`src/srmm_cmp.sv`:
```
// Shared signed compare unit: the minimum of one pair and the maximum of another.
// Used for both the table build and the query answer. Uses no package items.
`default_nettype none

module srmm_cmp #(
	parameter int W = 32
) (
	input  wire  [W-1:0] a_min,
	input  wire  [W-1:0] b_min,
	input  wire  [W-1:0] a_max,
	input  wire  [W-1:0] b_max,
	output logic [W-1:0] res_min,
	output logic [W-1:0] res_max
);

	// On a tie either operand gives the same value.
	always_comb begin
		res_min = ($signed(b_min) < $signed(a_min)) ? b_min : a_min;
		res_max = ($signed(a_max) < $signed(b_max)) ? b_max : a_max;
	end

endmodule

`default_nettype wire

```
`config.mk`:
```
export PLATFORM = sky130hd
export DESIGN_NAME = srmm_cmp
export DESIGN_NICKNAME = d
export VERILOG_FILES = /design/src/srmm_cmp.sv
export SDC_FILE = /design/constraint.sdc
export NUM_CORES = 1
export LEC_CHECK = 0
export BUFFER_PORTS_ARGS = -buffer_cell sky130_fd_sc_hd__buf_2
export CAP_MARGIN = 30
export CORE_MARGIN = 8
export CORE_UTILIZATION = 42
export DETAILED_ROUTE_END_ITERATION = 7
export PLACE_DENSITY = 0.95
export SLEW_MARGIN = 20
export SYNTH_ARGS = -nofsm -noshare
export SYNTH_HDL_FRONTEND = slang
export SYNTH_SLANG_ARGS = --single-unit
```
`constraint.sdc`:
```
create_clock -name vclk -period 3.3
set_input_delay 0.33 -clock vclk [all_inputs]
set_output_delay 0.33 -clock vclk [all_outputs]
set_load 0.05 [all_outputs]
```
==> metrics.cfg <==
[routing]
first_pass_iters = 6
avgViaCountPerCell = 5.26
vias = 2938
routed_wl_mm = 8.90
drt_iter0_drc = 55
wire_per_inst_um = 15.9
ant_nets = 0
drc = 0

[finish]
antennaDiodeCount = 0
seq_area_um2 = 0
final_cell_mix = buf_2 (192), inv_1 (64), ha_1 (62), mux2_2 (61), a21oi_1 (24)
fin_cells = 559
seq_cells = 0
nNetsFinal = 679
synthToLayoutAreaGrowth_pct = 44.9
clock_buffers = 0
final_common_cell = buf_2
fillers = 468
layout-drive-gt1-share = 0.542
fin_util = 0.632

[cts]
post_cts_resized = 0

[die]
core_um2 = 5510
io_pins = 192
start_util = 0.436
dieArea_um2 = 8390
die_w_um = 91.6
row_count = 27
fp.dieH_um = 91.6

[power_and_ir_drop]
swShare = 0.648
comb_power_share = 1.000
p_leak_nw = 2.09
seqPwrFrac = 0
power.density_nw_per_um2 = 297
switchingPower_w = 0.000669
pwr-share-clk = 0
intPower_w = 0.000363
irDropWorstVdd_uv = 200

[placement]
numPortBuffers = 192
dp.cells = 556
gp_congestion = 0.864
dp_hpwl_mm = 8.01

[timing]
slew_viol_final = 0
worst_pin_slew_ps = 383
clock.fmax_mhz = 315
relSlewSlack = 0.744
period_minus_slack_ps = 3180
finalHoldViolCount = 0
finalSetupTns_ps = 0
rsz0062_at_grt = no
post-route-period-util = 0.962
setup_violations = 0

[worst_setup_path]
worstSetupPathType = input pin to output pin
crit_path_end_kind = output pin
startpoint_type = input pin
slowest_stage = a211o_1
critPathArrivalTime_ps = 2850
slowest_delay_ps = 350
crit_buf_inv = 5
critical_path.top_delay_family = compound AO/OA/AOI/OAI gates
cp_cell_sequence = buf_2 > inv_1 > ha_1 > a211o_1 > a31oi_1 > o221ai_1 > a211o_1 > a211oi_4 > buf_4 > buf_12 > mux2_2 > buf_2
cp_max_fo = 13
required_ps = 2970

[global_route]
overflow = 0
grt_pass1_wl_mm = 14.1
grt_usage = 0.192
grt_pass1_vias = 3180
grt_max_degree = 27
antenna_found_initial = 0

[run_status]
status = finished, final reports clean

[synth]
yosys_warnings = 0
syn_nets = 484
netlist_area_um2 = 2400
yosysSeqAreaShare = 0
ys_types = 24
syn_area_per_cell_um2 = 8.16
synthCells = 294

[flow_run]
maxCapViolCount = 0

[worst_hold_path]
hold_class = input pin to output pin

-- cells by family after synthesis --
logic type / synth area share
fa+ha+maj: 0.323
buf+inv: 0.128
mux: 0.300
simple gates: 0.0980
compound gates: 0.150
-- layout make-up --
cell class,instances,area (um2),area share
inverter,64,240,0.0691
multi-input combinational,224,2090,0.601
tap,72,90.1,0.0259
timing repair buffer,199,1060,0.304
-- final timing paths --
path	start	to	slack [ps]	cells after the start
setup / recovery	a_min[2]	res_min[7]	120	12
hold / removal	a_min[13]	res_min[13]	1110	3
-- synth_stat cells, types with 3 or more instances --
cell	number	area, um2
o21ai_0	6	30.0
buf_6	6	67.6
ha_1	62	776
mux2_1	3	33.8
inv_1	64	240
nor2_1	8	30.0
and4_1	4	35.0
nand4_1	6	37.5
mux2_2	61	687
nand2_1	14	52.6
and2_1	4	25.0
nand3_1	6	30.0
a211o_1	4	35.0
a21o_1	4	30.0
a21oi_1	24	120
-- routing by layer --
| layer | part of all wire | up-vias | global-route usage |
|---|---|---|---|
| li1 | - | 1445 | - |
| met1 | 0.36 | 1377 | 0.186 |
| met2 | 0.58 | 104 | 0.414 |
| met3 | 0.053 | 12 | 0.0263 |
| met4 | 0.0098 | 0 | 0.0246 |
| met5 | 0 | - | 0 |
-- per-stage QoR --
step | hold slack [ps] | setup WS (ps) | instance area, um2 | total power (W)
floorplan | 956 | 423 | 2400 | 0.000754
global placement | 1100 | 154 | 3440 | 0.000982
detailed placement | 1110 | 101 | 3440 | 0.00101
CTS | 1110 | 95.1 | 3440 | 0.00101
global route | 1130 | 25.3 | 3480 | 0.00109
finish | 1110 | 124 | 3480 | 0.00103
-- timing repair --
item / in CTS / in global routing
setup endpoints to repair: 0 / 2
setup buffers: 0 / 2
hold buffers: 0 / 0
-- power by group through the flow --
stage | registers [W] | logic, W | clock network (W)
2_1_floorplan | 0 | 0.000754 | 0
3_3_place_gp | 0 | 0.000982 | 0
3_5_place_dp | 0 | 0.00101 | 0
4_1_cts | 0 | 0.00101 | 0
5_1_grt | 0 | 0.00109 | 0
6_report | 0 | 0.00103 | 0
(Power assumes the default switching activity.)
